File: src/periodic_task_scheduler_assert.svh
// assertion macros for the periodic task scheduler
`ifndef PERIODIC_TASK_SCHEDULER_ASSERT_SVH
`define PERIODIC_TASK_SCHEDULER_ASSERT_SVH

`ifndef ASSERT_OFF
// check on every clock edge outside reset
`define PTS_ASSERT(lbl, clk, rst_n, prop, msg) \
    lbl: assert property (@(posedge clk) disable iff (!rst_n) prop) else $error(msg);
// check on every clock edge, reset included
`define PTS_ASSERT_ALWAYS(lbl, clk, prop, msg) \
    lbl: assert property (@(posedge clk) prop) else $error(msg);
`else
`define PTS_ASSERT(lbl, clk, rst_n, prop, msg)
`define PTS_ASSERT_ALWAYS(lbl, clk, prop, msg)
`endif

`endif

File: src/psched_pkg.sv
// types, constants and helper functions for the periodic task scheduler
`timescale 1ns / 1ps

package psched_pkg;

    // task table geometry
    localparam int TASKS       = 4;
    localparam int PERIOD_BITS = 16;
    localparam int TASK_W      = (TASKS > 1) ? $clog2(TASKS) : 1;
    localparam int FIELD_W     = 16;
    localparam int FIELD_SHIFT = $clog2(FIELD_W);
    localparam int CYCLE_W     = 22;
    localparam int BUDGET_W    = 16;
    localparam int MASK_W      = 4;
    localparam int SEL_W       = 2;
    localparam int REQ_W       = 2;
    localparam int CFG_IDX_W   = 2;
    localparam int CFG_DATA_W  = 64;

    // slack divides reported cycles by 40: a shift by 3, then times 1/5
    localparam int SLACK_DIVISOR   = 40;
    localparam int SLACK_PRE_SHIFT = $clog2(8);
    localparam int PRE_W           = CYCLE_W - SLACK_PRE_SHIFT;
    localparam int RECIP_W         = 19;
    localparam int RECIP_SHIFT     = 21;
    // ceil(2^21 / 5), exact for every value below 2^19
    localparam logic [RECIP_W-1:0] SLACK_RECIP = RECIP_W'(((1 << RECIP_SHIFT) + 4) / 5);
    localparam int PROD_W          = PRE_W + RECIP_W;
    localparam int QUOT_W          = PROD_W - RECIP_SHIFT;

    // signed metric: wide enough for a full period and for negative slack
    localparam int METRIC_W = 18;

    typedef enum logic [REQ_W-1:0] {
        REQ_TICK   = 2'd0,
        REQ_DONE   = 2'd1,
        REQ_CYCLES = 2'd2,
        REQ_NONE   = 2'd3
    } t_req;

    typedef enum logic [1:0] {
        POL_PERIOD   = 2'd0,
        POL_DEADLINE = 2'd1,
        POL_SLACK    = 2'd2
    } t_policy;

    typedef enum logic [CFG_IDX_W-1:0] {
        CFG_POLICY  = 2'd0,
        CFG_PERIODS = 2'd1,
        CFG_BUDGETS = 2'd2
    } t_cfg_idx;

    typedef enum logic [1:0] {
        ST_IDLE,
        ST_UPDATE,
        ST_EVAL,
        ST_DONE
    } t_state;

    // a zero period stands for the full counter range
    function automatic logic [PERIOD_BITS:0] eff_period(input logic [PERIOD_BITS-1:0] p);
        logic [PERIOD_BITS:0] full;
        full = {1'b1, {PERIOD_BITS{1'b0}}};
        return (p == '0) ? full : {1'b0, p};
    endfunction

endpackage

File: src/periodic_task_scheduler.sv
// periodic task scheduler top level: task table, sequencer and result register
// input stalls until the item is through: per task, two passes of the shared metric unit
//   (multiply, then metric and compare), then the result load and the return to idle
// reset: synchronous, active low; all tasks pending, counters and cycles zero,
//   policy least slack, periods and budgets zero; no clearing pass
`timescale 1ns / 1ps

`include "periodic_task_scheduler_assert.svh"

module periodic_task_scheduler (
    input  logic                                  i_clk,
    input  logic                                  i_rst_n,
    // input channel
    input  logic                                  i_in_valid,
    output logic                                  o_in_stall,
    input  logic [psched_pkg::REQ_W-1:0]          i_req_type,
    input  logic [1:0]                            i_task_index,
    input  logic [psched_pkg::CYCLE_W-1:0]        i_cycles_run,
    // result channel
    output logic                                  o_out_valid,
    input  logic                                  i_out_stall,
    output logic [psched_pkg::SEL_W-1:0]          o_selected_task,
    output logic                                  o_idle,
    output logic [psched_pkg::MASK_W-1:0]         o_missed_mask,
    output logic [psched_pkg::MASK_W-1:0]         o_released_mask,
    // configuration write channel
    input  logic                                  i_cfg_valid,
    output logic                                  o_cfg_ready,
    input  logic [psched_pkg::CFG_IDX_W-1:0]      i_cfg_index,
    input  logic [psched_pkg::CFG_DATA_W-1:0]     i_cfg_data
);

    psched_pkg::t_state r_state, n_state;

    // configuration
    logic [1:0]                           r_policy;
    logic [psched_pkg::CFG_DATA_W-1:0]    r_periods;
    logic [psched_pkg::CFG_DATA_W-1:0]    r_budgets;

    // task table
    logic [psched_pkg::PERIOD_BITS-1:0]   r_phase   [psched_pkg::TASKS];
    logic [psched_pkg::CYCLE_W-1:0]       r_cycles  [psched_pkg::TASKS];
    logic [psched_pkg::TASKS-1:0]         r_pending;

    // per-item work registers
    logic [psched_pkg::REQ_W-1:0]         r_req;
    logic [psched_pkg::TASK_W-1:0]        r_task;
    logic [psched_pkg::TASKS-1:0]         r_missed;
    logic [psched_pkg::TASKS-1:0]         r_released;
    logic                                 r_found;
    logic [psched_pkg::TASK_W-1:0]        r_sel;
    logic signed [psched_pkg::METRIC_W-1:0] r_best;

    // result register
    logic                                 r_out_valid;
    logic [psched_pkg::SEL_W-1:0]         r_out_sel;
    logic                                 r_out_idle;
    logic [psched_pkg::MASK_W-1:0]        r_out_missed;
    logic [psched_pkg::MASK_W-1:0]        r_out_released;

    logic                                 w_accept;
    logic                                 w_idx_ok;
    logic [psched_pkg::TASK_W-1:0]        w_idx;
    logic                                 w_upd;
    logic                                 w_eval;
    logic                                 w_load_out;
    logic                                 w_last;
    logic [psched_pkg::PERIOD_BITS-1:0]   w_period;
    logic [psched_pkg::BUDGET_W-1:0]      w_budget;
    logic [psched_pkg::PERIOD_BITS:0]     w_eff;
    logic [psched_pkg::PERIOD_BITS:0]     w_next;
    logic                                 w_wrap;
    logic                                 w_better;
    logic signed [psched_pkg::METRIC_W-1:0] w_metric;

    // handshake
    assign w_accept    = i_in_valid && !o_in_stall;
    assign o_cfg_ready = i_rst_n;
    assign w_idx       = i_task_index[psched_pkg::TASK_W-1:0];
    assign w_idx_ok    = ({1'b0, i_task_index} < 3'(psched_pkg::TASKS));
    assign w_last      = (r_task == psched_pkg::TASK_W'(psched_pkg::TASKS - 1));

    // fields of the task under work
    assign w_period = r_periods[{r_task, psched_pkg::FIELD_SHIFT'(0)} +: psched_pkg::PERIOD_BITS];
    assign w_budget = r_budgets[{r_task, psched_pkg::FIELD_SHIFT'(0)} +: psched_pkg::BUDGET_W];

    // tick step for the task under work
    assign w_eff  = psched_pkg::eff_period(w_period);
    assign w_next = {1'b0, r_phase[r_task]} + (psched_pkg::PERIOD_BITS + 1)'(1);
    assign w_wrap = (w_next >= w_eff);

    // shared metric unit
    psched_eval u_eval (
        .i_clk    (i_clk),
        .i_load   (w_upd),
        .i_cycles (r_cycles[r_task]),
        .i_period (w_period),
        .i_phase  (r_phase[r_task]),
        .i_budget (w_budget),
        .i_policy (r_policy),
        .o_metric (w_metric)
    );

    assign w_better = r_pending[r_task] && (!r_found || (w_metric < r_best));

    // next state
    always_comb begin
        n_state = r_state;
        unique case (r_state)
            psched_pkg::ST_IDLE:   if (w_accept) n_state = psched_pkg::ST_UPDATE;
            psched_pkg::ST_UPDATE: n_state = psched_pkg::ST_EVAL;
            psched_pkg::ST_EVAL:   n_state = w_last ? psched_pkg::ST_DONE : psched_pkg::ST_UPDATE;
            psched_pkg::ST_DONE: begin
                if (!r_out_valid || !i_out_stall) n_state = psched_pkg::ST_IDLE;
            end
            default:               n_state = psched_pkg::ST_IDLE;
        endcase
    end

    // sequencer outputs
    always_comb begin
        o_in_stall = 1'b1;
        w_upd      = 1'b0;
        w_eval     = 1'b0;
        w_load_out = 1'b0;
        unique case (r_state)
            psched_pkg::ST_IDLE:   o_in_stall = !i_rst_n;
            psched_pkg::ST_UPDATE: w_upd = 1'b1;
            psched_pkg::ST_EVAL:   w_eval = 1'b1;
            psched_pkg::ST_DONE:   w_load_out = !r_out_valid || !i_out_stall;
            default:               o_in_stall = 1'b1;
        endcase
    end

    // control state, configuration and task table
    always_ff @(posedge i_clk) begin
        if (!i_rst_n) begin
            r_state     <= psched_pkg::ST_IDLE;
            r_task      <= '0;
            r_out_valid <= 1'b0;
            r_policy    <= psched_pkg::POL_SLACK;
            r_periods   <= '0;
            r_budgets   <= '0;
            r_pending   <= '1;
            for (int t = 0; t < psched_pkg::TASKS; t++) begin
                r_phase[t]  <= '0;
                r_cycles[t] <= '0;
            end
        end else begin
            r_state <= n_state;

            // configuration write transfer
            if (i_cfg_valid && o_cfg_ready) begin
                unique case (psched_pkg::t_cfg_idx'(i_cfg_index))
                    psched_pkg::CFG_POLICY:  r_policy  <= i_cfg_data[1:0];
                    psched_pkg::CFG_PERIODS: r_periods <= i_cfg_data;
                    psched_pkg::CFG_BUDGETS: r_budgets <= i_cfg_data;
                    default: ;
                endcase
            end

            // finish and cycle reports take effect on the input transfer
            if (w_accept) begin
                r_task <= '0;
                if (w_idx_ok) begin
                    case (psched_pkg::t_req'(i_req_type))
                        psched_pkg::REQ_DONE:   r_pending[w_idx] <= 1'b0;
                        psched_pkg::REQ_CYCLES: r_cycles[w_idx]  <= i_cycles_run;
                        default: ;
                    endcase
                end
            end

            // tick: advance the phase, release or keep pending at the boundary
            if (w_upd && (r_req == psched_pkg::REQ_TICK)) begin
                if (w_wrap) begin
                    r_phase[r_task]   <= '0;
                    r_pending[r_task] <= 1'b1;
                end else begin
                    r_phase[r_task] <= w_next[psched_pkg::PERIOD_BITS-1:0];
                end
            end

            if (w_eval && !w_last) begin
                r_task <= r_task + psched_pkg::TASK_W'(1);
            end

            // result register
            if (w_load_out) begin
                r_out_valid <= 1'b1;
            end else if (!i_out_stall) begin
                r_out_valid <= 1'b0;
            end
        end
    end

    // per-item payload: request, masks and running best
    always_ff @(posedge i_clk) begin
        if (w_accept) begin
            r_req      <= i_req_type;
            r_missed   <= '0;
            r_released <= '0;
            r_found    <= 1'b0;
        end
        if (w_upd && (r_req == psched_pkg::REQ_TICK) && w_wrap) begin
            if (r_pending[r_task]) begin
                r_missed[r_task] <= 1'b1;
            end else begin
                r_released[r_task] <= 1'b1;
            end
        end
        // strict compare keeps the lower index on a tie
        if (w_eval && w_better) begin
            r_found <= 1'b1;
            r_best  <= w_metric;
            r_sel   <= r_task;
        end
        if (w_load_out) begin
            r_out_sel      <= r_found ? psched_pkg::SEL_W'(r_sel) : '0;
            r_out_idle     <= !r_found;
            r_out_missed   <= psched_pkg::MASK_W'(r_missed);
            r_out_released <= psched_pkg::MASK_W'(r_released);
        end
    end

    assign o_out_valid     = r_out_valid;
    assign o_selected_task = r_out_sel;
    assign o_idle          = r_out_idle;
    assign o_missed_mask   = r_out_missed;
    assign o_released_mask = r_out_released;

    // assertions
    `PTS_ASSERT_ALWAYS(a_reset_clears, i_clk, !i_rst_n |=> !o_out_valid && (r_state == psched_pkg::ST_IDLE), "reset did not clear sequencer or result")
    `PTS_ASSERT(a_accept_starts, i_clk, i_rst_n, w_accept |=> (r_state == psched_pkg::ST_UPDATE) && (r_task == '0), "input transfer did not start the task walk at task zero")
    `PTS_ASSERT(a_walk_steps, i_clk, i_rst_n, (r_state == psched_pkg::ST_EVAL) && !w_last |=> (r_state == psched_pkg::ST_UPDATE) && (r_task == psched_pkg::TASK_W'($past(r_task) + 1'b1)), "task walk skipped or repeated a task")
    `PTS_ASSERT(a_masks_disjoint, i_clk, i_rst_n, o_out_valid |-> ((o_missed_mask & o_released_mask) == '0), "a task is both missed and released")
    `PTS_ASSERT(a_idle_zero_sel, i_clk, i_rst_n, o_out_valid && o_idle |-> (o_selected_task == '0), "idle result carries a nonzero task")

endmodule

File: src/psched_eval.sv
// shared metric unit: reciprocal multiply for slack and the policy metric
`timescale 1ns / 1ps

module psched_eval (
    input  logic                                     i_clk,
    input  logic                                     i_load,
    input  logic [psched_pkg::CYCLE_W-1:0]           i_cycles,
    input  logic [psched_pkg::PERIOD_BITS-1:0]       i_period,
    input  logic [psched_pkg::PERIOD_BITS-1:0]       i_phase,
    input  logic [psched_pkg::BUDGET_W-1:0]          i_budget,
    input  logic [1:0]                               i_policy,
    output logic signed [psched_pkg::METRIC_W-1:0]   o_metric
);

    logic [psched_pkg::PRE_W-1:0]         w_pre;
    logic [psched_pkg::PROD_W-1:0]        r_prod;
    logic [psched_pkg::QUOT_W-1:0]        w_quot;
    logic [psched_pkg::PERIOD_BITS:0]     w_eff;
    logic [psched_pkg::PERIOD_BITS:0]     w_phase_ext;
    logic [psched_pkg::PERIOD_BITS:0]     w_dist;
    logic signed [psched_pkg::METRIC_W-1:0] w_slack;

    // divide by 8 first, then multiply by the reciprocal of 5
    assign w_pre = i_cycles[psched_pkg::CYCLE_W-1:psched_pkg::SLACK_PRE_SHIFT];

    always_ff @(posedge i_clk) begin
        if (i_load) begin
            r_prod <= psched_pkg::PROD_W'(w_pre) * psched_pkg::PROD_W'(psched_pkg::SLACK_RECIP);
        end
    end

    assign w_quot = r_prod[psched_pkg::RECIP_SHIFT +: psched_pkg::QUOT_W];

    // slack is budget minus cycles / 40
    assign w_slack = $signed(psched_pkg::METRIC_W'(i_budget))
                   - $signed(psched_pkg::METRIC_W'(w_quot));

    // ticks to next boundary, one tick when the phase is already at or past it
    assign w_eff       = psched_pkg::eff_period(i_period);
    assign w_phase_ext = {1'b0, i_phase};
    assign w_dist      = (w_phase_ext < w_eff) ? (w_eff - w_phase_ext)
                                               : (psched_pkg::PERIOD_BITS + 1)'(1);

    // policy select, code three behaves as least slack
    always_comb begin
        unique case (i_policy)
            psched_pkg::POL_PERIOD:   o_metric = $signed(psched_pkg::METRIC_W'(w_eff));
            psched_pkg::POL_DEADLINE: o_metric = $signed(psched_pkg::METRIC_W'(w_dist));
            default:                  o_metric = w_slack;
        endcase
    end

endmodule

File: config.mk
export PLATFORM = sky130hd
export DESIGN_NAME = periodic_task_scheduler
export DESIGN_NICKNAME = d
export VERILOG_FILES = /design/src/psched_pkg.sv /design/src/periodic_task_scheduler.sv /design/src/psched_eval.sv
export VERILOG_INCLUDE_DIRS = /design/src /design/src/src
export SDC_FILE = /design/constraint.sdc
export NUM_CORES = 1
export LEC_CHECK = 0
export ABC_AREA = 1
export ABC_CLOCK_PERIOD_IN_PS = 14600
export BUFFER_PORTS_ARGS = -buffer_cell sky130_fd_sc_hd__buf_2
export CAP_MARGIN = 5
export CELL_PAD_IN_SITES_DETAIL_PLACEMENT = 1
export CELL_PAD_IN_SITES_GLOBAL_PLACEMENT = 2
export CORE_UTILIZATION = 38
export DETAILED_ROUTE_END_ITERATION = 10
export PLACE_DENSITY = 0.88
export SKIP_CTS_REPAIR_TIMING = 1
export SLEW_MARGIN = 20
export SYNTH_ARGS = -nofsm -noshare
export SYNTH_HDL_FRONTEND = slang
export SYNTH_SLANG_ARGS = --single-unit
export TNS_END_PERCENT = 20
File: constraint.sdc
create_clock -name i_clk -period 14.6 [get_ports i_clk]
set_input_delay 1.46 -clock i_clk [delete_from_list [all_inputs] [get_ports i_clk]]
set_output_delay 1.46 -clock i_clk [all_outputs]
set_load 0.01 [all_outputs]
# --- After elaboration in Yosys (flattened, before gate mapping) ---
# Memory sizes are Yosys's and may differ from the RTL's. A register that Yosys moved wholly into a read port is not among the register bits.
# Index checks and enable logic that the tools add are counted.
totals:
  reg_bits: 219
  mem_bits_rw: 152
  n_memories: 2
op_classes:
  n_addsub: 4
  n_mul: 1
  magnitude_cmp: 7
  eq_ne: 12
  n_shift: 2
  muxes: 56
  bitwise_logic: 6
  n_reduce_logical: 29
mem_list:
  columns: ["memory", "words", "width", "rd", "rd_ports_with_merged_regs", "wr", "line_no", "text"]
  rows:
  - ["r_cycles", 4, 22, 1, 1, 4, "periodic_task_scheduler.sv:42", "logic [psched_pkg::CYCLE_W-1:0] r_cycles [psched_pkg::TASKS];"]
  - ["r_phase", 4, 16, 1, 1, 4, "periodic_task_scheduler.sv:41", "logic [psched_pkg::PERIOD_BITS-1:0] r_phase [psched_pkg::TASKS];"]
op_table:
  columns: ["op", "n"]
  rows:
  - ["64-bit by 7-bit indexed part select with 16-bit output", 2]
  - ["4-bit two-way mux", 11]
  - ["19-bit by 19-bit multiplier with 38-bit output (second input constant)", 1]
  - ["18-bit case mux with 2 select lines", 1]
  - ["17-bit two-way mux", 2]
  - ["16-bit two-way mux", 2]
  - ["1-bit two-way mux", 24]
  - ["2-bit two-way mux", 11]
  - ["22-bit two-way mux", 1]
  - ["22-bit OR reduction", 1]
  - ["18-bit < comparator", 1]
  - ["16-bit by 17-bit subtractor with 18-bit output", 1]
  - ["16-bit by 1-bit adder with 17-bit output (second input constant)", 1]
  - ["17-bit greater-or-equal comparator", 1]
  - ["16-bit by 17-bit < comparator with 1-bit output", 1]
  - ["17-bit by 16-bit subtractor with 17-bit output", 1]
  - ["16-bit zero test", 1]
  - ["16-bit OR reduction", 1]
  - ["4-bit OR", 3]
  - ["2-bit == test (second input constant)", 5]
  - ["1-bit logical AND", 9]
  - ["2-bit by 1-bit == test with 1-bit output (second input constant)", 4]
  - ["2-bit zero test", 4]
  - ["2-bit case mux with 4 select lines", 1]
  - ["14 further kinds", 27]

# --- Logic depth before layout (Yosys ltp) ---
# Gate-level depths: netlist of run 1.
depth:
  ltp_word: 12
  mapped_depth: 35
  depth_no_buf: 33

# --- By module ---
# From an unflattened synthesis of run 1, not the netlist that was laid out.
hier_totals:
  hier_cells: 3217
  hier_area_um2: 25364.3
modules_own_cells:
  columns: ["module", "instances", "cells_per_inst", "area_each_um2", "seq_area_each_um2"]
  rows:
  - ["periodic_task_scheduler", 1, 1845, 15366.0, 8558.2]
  - ["psched_eval", 1, 1372, 9998.3, 510.5]

# --- Least setup slack after synthesis of run 1 ---
# No wires, ideal clock.
synth_path:
  path_kind: "register to register"
  startpoint: "register (tool-made name)"
  endpoint: "register u_eval.r_prod[37] (netlist bit) (data pin)"
  setup_time_ns: 0.276
  t_arrival_ns: 6.444
  setup_slack_ns: 7.881
  stages_incl_launch_ff: 32
  period_less_slack_ns: 6.719
  path_cell_list: "dfxtp_1 > buf_6 > inv_8 > buf_12 > buf_2 > buf_4 > clkbuf_1 > buf_1 > nor2_1 > o22ai_1 > ha_1 > inv_1 > fa_1 > inv_1 > fa_1 > fa_1 > inv_1 > fa_1 > inv_1 > fa_1 > ha_1 > a21oi_1 > nor2_1 > nor2_1 > inv_1 > a21oi_1 > inv_1 > a221oi_1 > o21ai_0 > nand2_1 > o311ai_0 > xor2_1"
synth_lines:
  columns: ["item", "line_no", "text"]
  rows:
  - ["end signal: assignment", "psched_eval.sv:28", "r_prod <= psched_pkg::PROD_W'(w_pre) * psched_pkg::PROD_W'(psched_pkg::SLACK_RECIP);"]
  - ["end: declaration", "psched_eval.sv:16", "logic [psched_pkg::PROD_W-1:0] r_prod;"]

==> impl_results.md, run 1 <==
* Synth cell types at 59
* Clock sink total at 340
* Mean Syn Cell Area at 8.50 µm²
* Die H at about 250 µm
* Routed WL at 73000 µm
* Filler cell count at 7419
* Gate count of the mapped netlist at 2797
* Largest area contributor in the netlist: edfxtp_1
* Vias at 19.2k
* Total congestion overflow at 0
* Largest net degree at the start of global routing at 131
* # IOs at 111
* Unrepaired setup endpoints after global routing: false
* DR iter-0 viols at 940
* Slowest CP cell: dfxtp_2
* Die X at around 250 µm
* Tmin final at 7920 ps
* Avg WL per Cell at 19.5 µm
* Commonest non-fill, non-tap cell in the layout: nor2_1
* Placed Area at around 25000 µm²
* Area Overhead vs Synth at 11.2%
* Total die area at 63600 µm²
* Mapped Area at 23800 µm²
* DRC at 0
* Initial antenna violation count at 2
* CP max stage delay at 810 ps
* Post-DRT Antenna Nets at 0
* Yosys reg bits at 340
* Dpl hpwl at between 50000 and 60000 µm
* DR pass1 iterations at 5
* VDD IR-drop max at 0.135 mV
* Number of global-route vias before repair at 20.6k
* Tot Pwr at 4570 µW
* Critical path type: reg -> reg
* First-pass GRT wire length at 113000 µm
* Setup TNS at 0 ps
* Syn nets at 3258
* Critical Path RT at 14900 ps
* Clock buffer count from CTS at 40
* Max-cap violations at 0
* Max Slew Vio Count at 0
* CTS tree: done
* Initial Util at between 30% and 40%
* Clk_skew at approximately 53 ps
* Synth top area cells: edfxtp_1, dfxtp_1, ha_1
* CP cell instances: buf_4 -> inv_8 -> o21ai_0 -> o22ai_1 -> ha_1 -> inv_1 -> fa_1 -> inv_1 -> fa_1 -> inv_1 -> fa_1 -> inv_1 -> fa_1 -> fa_1 -> ha_1 -> nand2_1 -> nor2_1 -> nand4_1 -> o21ai_0 -> a21oi_1 -> o21ai_0 -> a21boi_0 -> o21ai_0 -> xor2_1
* Most common cell on crit path: fa_1
* Max-slew headroom at 34.4%
* Lkg Pwr at 0.0125 µW
* Post-synth top area share at 24.0%
* Synth warn at 0
* Least-Margin Pin Slew at 982 ps
* Vias per cell at 5.13
* Design Area, Final at 26400 µm²
* Final setup viols at 0
* CTS max path bufs at 3
* Share of layout cells above drive strength 1 at 9.08%
* # H-tree levels at 2
* Port buffer count at 107
* Clk root buf: clkbuf_16
* Core Region at 61700 µm²
* Sequential cell area at 8710 µm²
* Tcrit/Tclk final at 54.3%
* Register area share after synthesis at 36.6%
* Status: finished, final reports clean
* Final RePlAce weighted congestion at 0.884
* # rows at 91
* Worst-skew pair later-pin latency at 590 ps
* Hold Path Class: reg -> reg
* Most frequent cells in the layout: nor2_1, inv_1, nand2_1
* Reg clk slew, reported paths at 60 ps
* Critical-path maximum fanout at 71
* Setup crit end kind: flip-flop
* Final nets at 3327
* CP Launch Type: flip-flop
* Final Hold Fails at 0
* Multi-input gate area at 12900 µm²
* Pwr Density at 173 nW/µm²
* Achievable Freq at 126 MHz
* Overall routing resource usage at a little under a quarter
* Critical path arrival at 8220 ps
-- per-stage QoR --
step | worst slack [ps] | hold slack, ps | utilization (%) | cells
2_1_floorplan | 7880 | 409 | - | 2797
3_3_place_gp | 6900 | 436 | 40.6 | 3660
3_5_place_dp | 6710 | 430 | 40.6 | 3660
4_1_cts | 6660 | 445 | 42.8 | 3732
5_1_grt | 6190 | 451 | 42.8 | 3733
6_report | 6680 | 444 | 42.8 | 3734
-- where the power goes --
part           switching (µW)  internal [µW]  total, µW
combinational            1520            869       2390
sequential               20.3           1130       1150
clock                     428            599       1030
total                    1970           2600       4570
-- worst max-delay path, delay by kind of cell, from the launching register on --
kind / cells / cell delay (ps)
flip-flops: 1 / 810
XOR/XNOR: 1 / 90
AND/OR/NAND/NOR: 3 / 350
adder cells (fa/ha/maj): 7 / 3370
buffers and inverters: 6 / 1100
AO/OA/AOI/OAI: 7 / 1830
-- per-layer routing --
metal  global-route usage (%)  part of all wire (%)  up-vias
met5                        0                 0.037        -
met1                     29.3                    45     9582
met2                     41.2                    50      289
met4                     5.61                   2.0        4
met3                     2.44                   2.9       82
li1                         -                     -     9217
-- cells by family after synthesis --
kind of cell               count (synthesis)  synth area share, %
DFF                                      340                 36.6
and+or+nand+nor                          995                 17.1
xor gates and xnor gates                  46                 1.73
adders and majority gates                364                 23.5
buffers and inverters                    558                 9.28
AOI/OAI and AO/OA                        494                 11.8
-- state kept, by name, summed over array words and instances, names as in the netlist, 4 cells and up, named ones only --
signal / flops
r_cycles: 76
r_released: 4
r_pending: 4
r_missed: 4
r_phase: 64
u_eval.r_prod: 17
r_periods: 64
r_best: 18
o_missed_mask: 4
r_budgets: 64
o_released_mask: 4
-- layout make-up --
cell class                 instances  share of cell area (%)
antenna                            1                 0.00947
sequential                       340                    33.0
inverter                         454                    6.49
clock buffer                      54                    4.37
timing repair buffer             131                    2.77
tap                              837                    3.96
multi-input combinational       1899                    48.7
clock inverter                    18                   0.720
-- path summary, 6_finish.rpt --
| path | start | end | slack (ps) | depth (start not counted) |
|---|---|---|---|---|
| worst max-delay path | flip-flop | u_eval.r_prod[28]$_DFFE_PN_ | 6680 | 24 |
| worst min-delay path | r_released[0]$_DFF_P_ | o_released_mask[0]$_DFFE_PP_ | 440 | 0 |
| worst max register to register | flip-flop | u_eval.r_prod[28]$_DFFE_PN_ | 6680 | 24 |
| worst min register to register | r_released[0]$_DFF_P_ | o_released_mask[0]$_DFFE_PP_ | 440 | 0 |
-- synth_stat cells, drive strengths merged --
library cell  number
nor2             503
inv              453
nand2            383
o21ai            260
ha               228
edfxtp           190
dfxtp            150
fa               136
a21oi            128
nand3             76
clkbuf            71
buf               33
xor2              33
o22ai             32
a32oi             17
xnor2             13
a221oi            11
nand4             10
nor3              10
o211ai             8
nor4               7
o21a               7
o21bai             7
a211oi             4
a31oi              4
a21o               3
nand3b             3
o31ai              3
or2                3
a32o               2
o2111ai            2
a21boi             1
clkinv             1
o211a              1
o221a              1
o221ai             1
o311ai             1
o32ai              1
Power figures use the tool's default switching activity.
==> run 2: changes to the inputs <==
--- a/config.mk
+++ b/config.mk
@@ -7,14 +7,14 @@
 export NUM_CORES = 1
 export LEC_CHECK = 0
 export ABC_AREA = 1
-export ABC_CLOCK_PERIOD_IN_PS = 14600
+export ABC_CLOCK_PERIOD_IN_PS = 6650
 export BUFFER_PORTS_ARGS = -buffer_cell sky130_fd_sc_hd__buf_2
 export CAP_MARGIN = 5
 export CELL_PAD_IN_SITES_DETAIL_PLACEMENT = 1
 export CELL_PAD_IN_SITES_GLOBAL_PLACEMENT = 2
-export CORE_UTILIZATION = 38
+export CORE_UTILIZATION = 35
 export DETAILED_ROUTE_END_ITERATION = 10
-export PLACE_DENSITY = 0.88
+export PLACE_DENSITY = 0.86
 export SKIP_CTS_REPAIR_TIMING = 1
 export SLEW_MARGIN = 20
 export SYNTH_ARGS = -nofsm -noshare
==> constraint.sdc (replaced) <==
create_clock -name i_clk -period 6.65 [get_ports i_clk]
set_input_delay 0.665 -clock i_clk [delete_from_list [all_inputs] [get_ports i_clk]]
set_output_delay 0.665 -clock i_clk [all_outputs]
set_load 0.01 [all_outputs]
==> impl_results.md, run 2 (synthesis gave the netlist of run 1 again) <==
* Status: finished, final reports clean (unchanged)
* Pwr Density at 379 nW/µm² (was 173 nW/µm²)
* Clk root buf: clkbuf_16 (unchanged)
* CTS tree: done (unchanged)
* Final setup viols at 0 (unchanged)
* # IOs at 111 (unchanged)
* DR iter-0 viols at 939 (was 940)
* Design Area, Final at 26900 µm² (was 26400 µm²)
* Max-slew headroom at 28.9% (was 34.4%)
* Final nets at 3370 (was 3327)
* Post-DRT Antenna Nets at 0 (unchanged)
* Reg clk slew, reported paths at 60 ps (about the same)
* M3 GR Usage at 2.04% (was 2.44%)
* Clock buffer count from CTS at 42 (was 40)
* Initial Util at 35.4% (was 38.5%)
* Tcrit/Tclk final at 96.4% (was 54.3%)
* Hold Path Class: in -> reg (was reg -> reg)
* Achievable Freq at 156 MHz (was 126 MHz)
* DR pass1 iterations at 5 (unchanged)
* CTS max path bufs at 3 (unchanged)
* Placed Area at 25400 µm² (was 25100 µm²)
* Max Slew Vio Count at 0 (unchanged)
* Gate power share at 53.5% (was 52.4%)
* Gr busiest metal: met2 (unchanged)
* GR Layer Usage met2 at 39.0% (was 41.2%)
* Number of global-route vias before repair at 21.3k (was 20.6k)
* Die X at 263 µm (was 252 µm)
* Tmin final at 6410 ps (was 7920 ps)
* Largest net degree at the start of global routing at 122 (was 131)
* Die H at 263 µm (was 252 µm)
* Sw Ratio at 43.3% (was 43.2%)
* Fin util at 40.0% (was 42.8%)
* Overall routing resource usage at 21.8% (was 22.9%)
* Initial antenna violation count at 2 (unchanged)
* Critical Path RT at 6940 ps (was 14900 ps)
* Max-cap violations at 0 (unchanged)
* Worst-skew pair later-pin latency at 580 ps (was 590 ps)
* VDD IR-drop max at 0.281 mV (was 0.135 mV)
* Core Region at 67200 µm² (was 61700 µm²)
* # rows at 95 (was 91)
* Routed WL at 75400 µm (was 73000 µm)
* Clk_skew at 31.3 ps (was 52.6 ps)
* Setup crit end kind: flip-flop (unchanged)
* Total congestion overflow at 0 (unchanged)
* Most frequent cells in the layout: nor2_1, inv_1, nand2_1 (unchanged)
* Met1 usage at 27.8% (was 29.3%)
* Critical path type: reg -> reg (unchanged)
* Commonest non-fill, non-tap cell in the layout: nor2_1 (unchanged)
* Final Hold Fails at 0 (unchanged)
* Cells after DPL at 3731 (was 3660)
* P_int at 5780 µW (was 2600 µW)
* CP Launch Type: flip-flop (unchanged)
* Vias at 19.5k (was 19.2k)
* Port buffer count at 107 (unchanged)
* Critical-path maximum fanout at 19 (was 71)
* Non-Filler Instances at 3816 (was 3734)
* Share of layout cells above drive strength 1 at 11.0% (was 9.08%)
* DRC at 0 (unchanged)
* Final RePlAce weighted congestion at 0.878 (was 0.884)
* Dpl hpwl at 57500 µm (was 55000 µm)
* Avg WL per Cell at 19.8 µm (was 19.5 µm)
* Least-Margin Pin Slew at 1070 ps (was 982 ps)
* Vias per cell at 5.12 (was 5.13)
* Clock power share at 21.8% (was 22.5%)
* Seq pwr share at 24.7% (was 25.1%)
* Max reg flops at 76 (unchanged)
* Lkg Pwr at 0.0127 µW (was 0.0125 µW)
* Area Overhead vs Synth at 13.1% (was 11.2%)
* Biggest register: r_cycles (unchanged)
* P_sw at 4410 µW (was 1970 µW)
* Clock sink total at 340 (unchanged)
* Total die area at 69000 µm² (was 63600 µm²)
* Critical path arrival at 6700 ps (was 8220 ps)
* First-pass GRT wire length at 118000 µm (was 113000 µm)
* # H-tree levels at 2 (unchanged)
run 2: changes by cell type in the layout (fill, tap and decap cells not counted), moves of 6 or more:
cell,previous run,this run
o22ai_2,1,8
o22ai_1,31,24
o21ai_0,247,240
clkinv_2,4,10
clkbuf_8,6,0
o21ai_1,12,18
buf_4,24,61
run 2: per-layer routing:
metal	wire (µm)	part of all wire [%]	vias to the layer above
met5	0	0	-
met4	1970	2.6	0
met3	2220	2.9	111
met2	38000	50	312
met1	33200	44	9802
li1	-	-	9314
run 2: final cells by class:
class | instances | area (µm²)
Antenna cell | 1 | 2.50
Clock buffer | 50 | 1100
Clock inverter | 27 | 214
Fill cell | 7894 | 40300
Inverter | 454 | 1720
Multi-Input combinational cell | 1899 | 13000
Sequential cell | 340 | 8710
Tap cell | 873 | 1090
Timing Repair Buffer | 171 | 1040
Timing Repair inverter | 1 | 8.76
run 2: power by group through the flow:
stage | registers (µW) | logic (µW) | clock network, µW
floorplan | 2550 | 3720 | 0
global placement | 2560 | 5070 | 0
detailed placement | 2560 | 5260 | 0
CTS | 2520 | 5320 | 2280
global route | 2530 | 6140 | 2350
finish | 2520 | 5450 | 2220
run 2: through the flow:
stage                     setup WS (ps)  TNS, ps  hold WS [ps]  total power, µW
final                               237        0           330            10200
after global routing               -116     -130           333            11000
after CTS                         -62.6    -62.6           304            10100
after detailed placement          -14.8    -14.8           423             7830
after global placement              105        0           425             7630
after floorplan                    2.89        0           409             6260
run 2: worst max-delay path, cell delays in order (launching register included):
cell,delay [ps]
dfxtp_4,400
buf_4,190
inv_6,170
nand2_1,90
a32oi_2,220
buf_4,210
ha_1,200
inv_1,140
fa_1,540
inv_1,70
fa_1,510
fa_1,520
fa_1,580
fa_1,560
ha_1,340
buf_4,140
nand2_1,110
nor4_1,410
nand3_1,160
o21ai_1,270
nand2_1,80
o311ai_0,110
xor2_1,110
run 2: worst paths after layout:
path | startpoint | cells after the start | slack, ps | end
worst max-delay path | flip-flop | 22 | 240 | u_eval.r_prod[37]$_DFFE_PN_
worst max register to register | flip-flop | 22 | 240 | u_eval.r_prod[37]$_DFFE_PN_
worst min register to register | r_released[1]$_DFF_P_ | 0 | 440 | o_released_mask[1]$_DFFE_PP_
worst min-delay path | i_cfg_data[31] | 3 | 330 | r_budgets[31]$_SDFFE_PN0P_
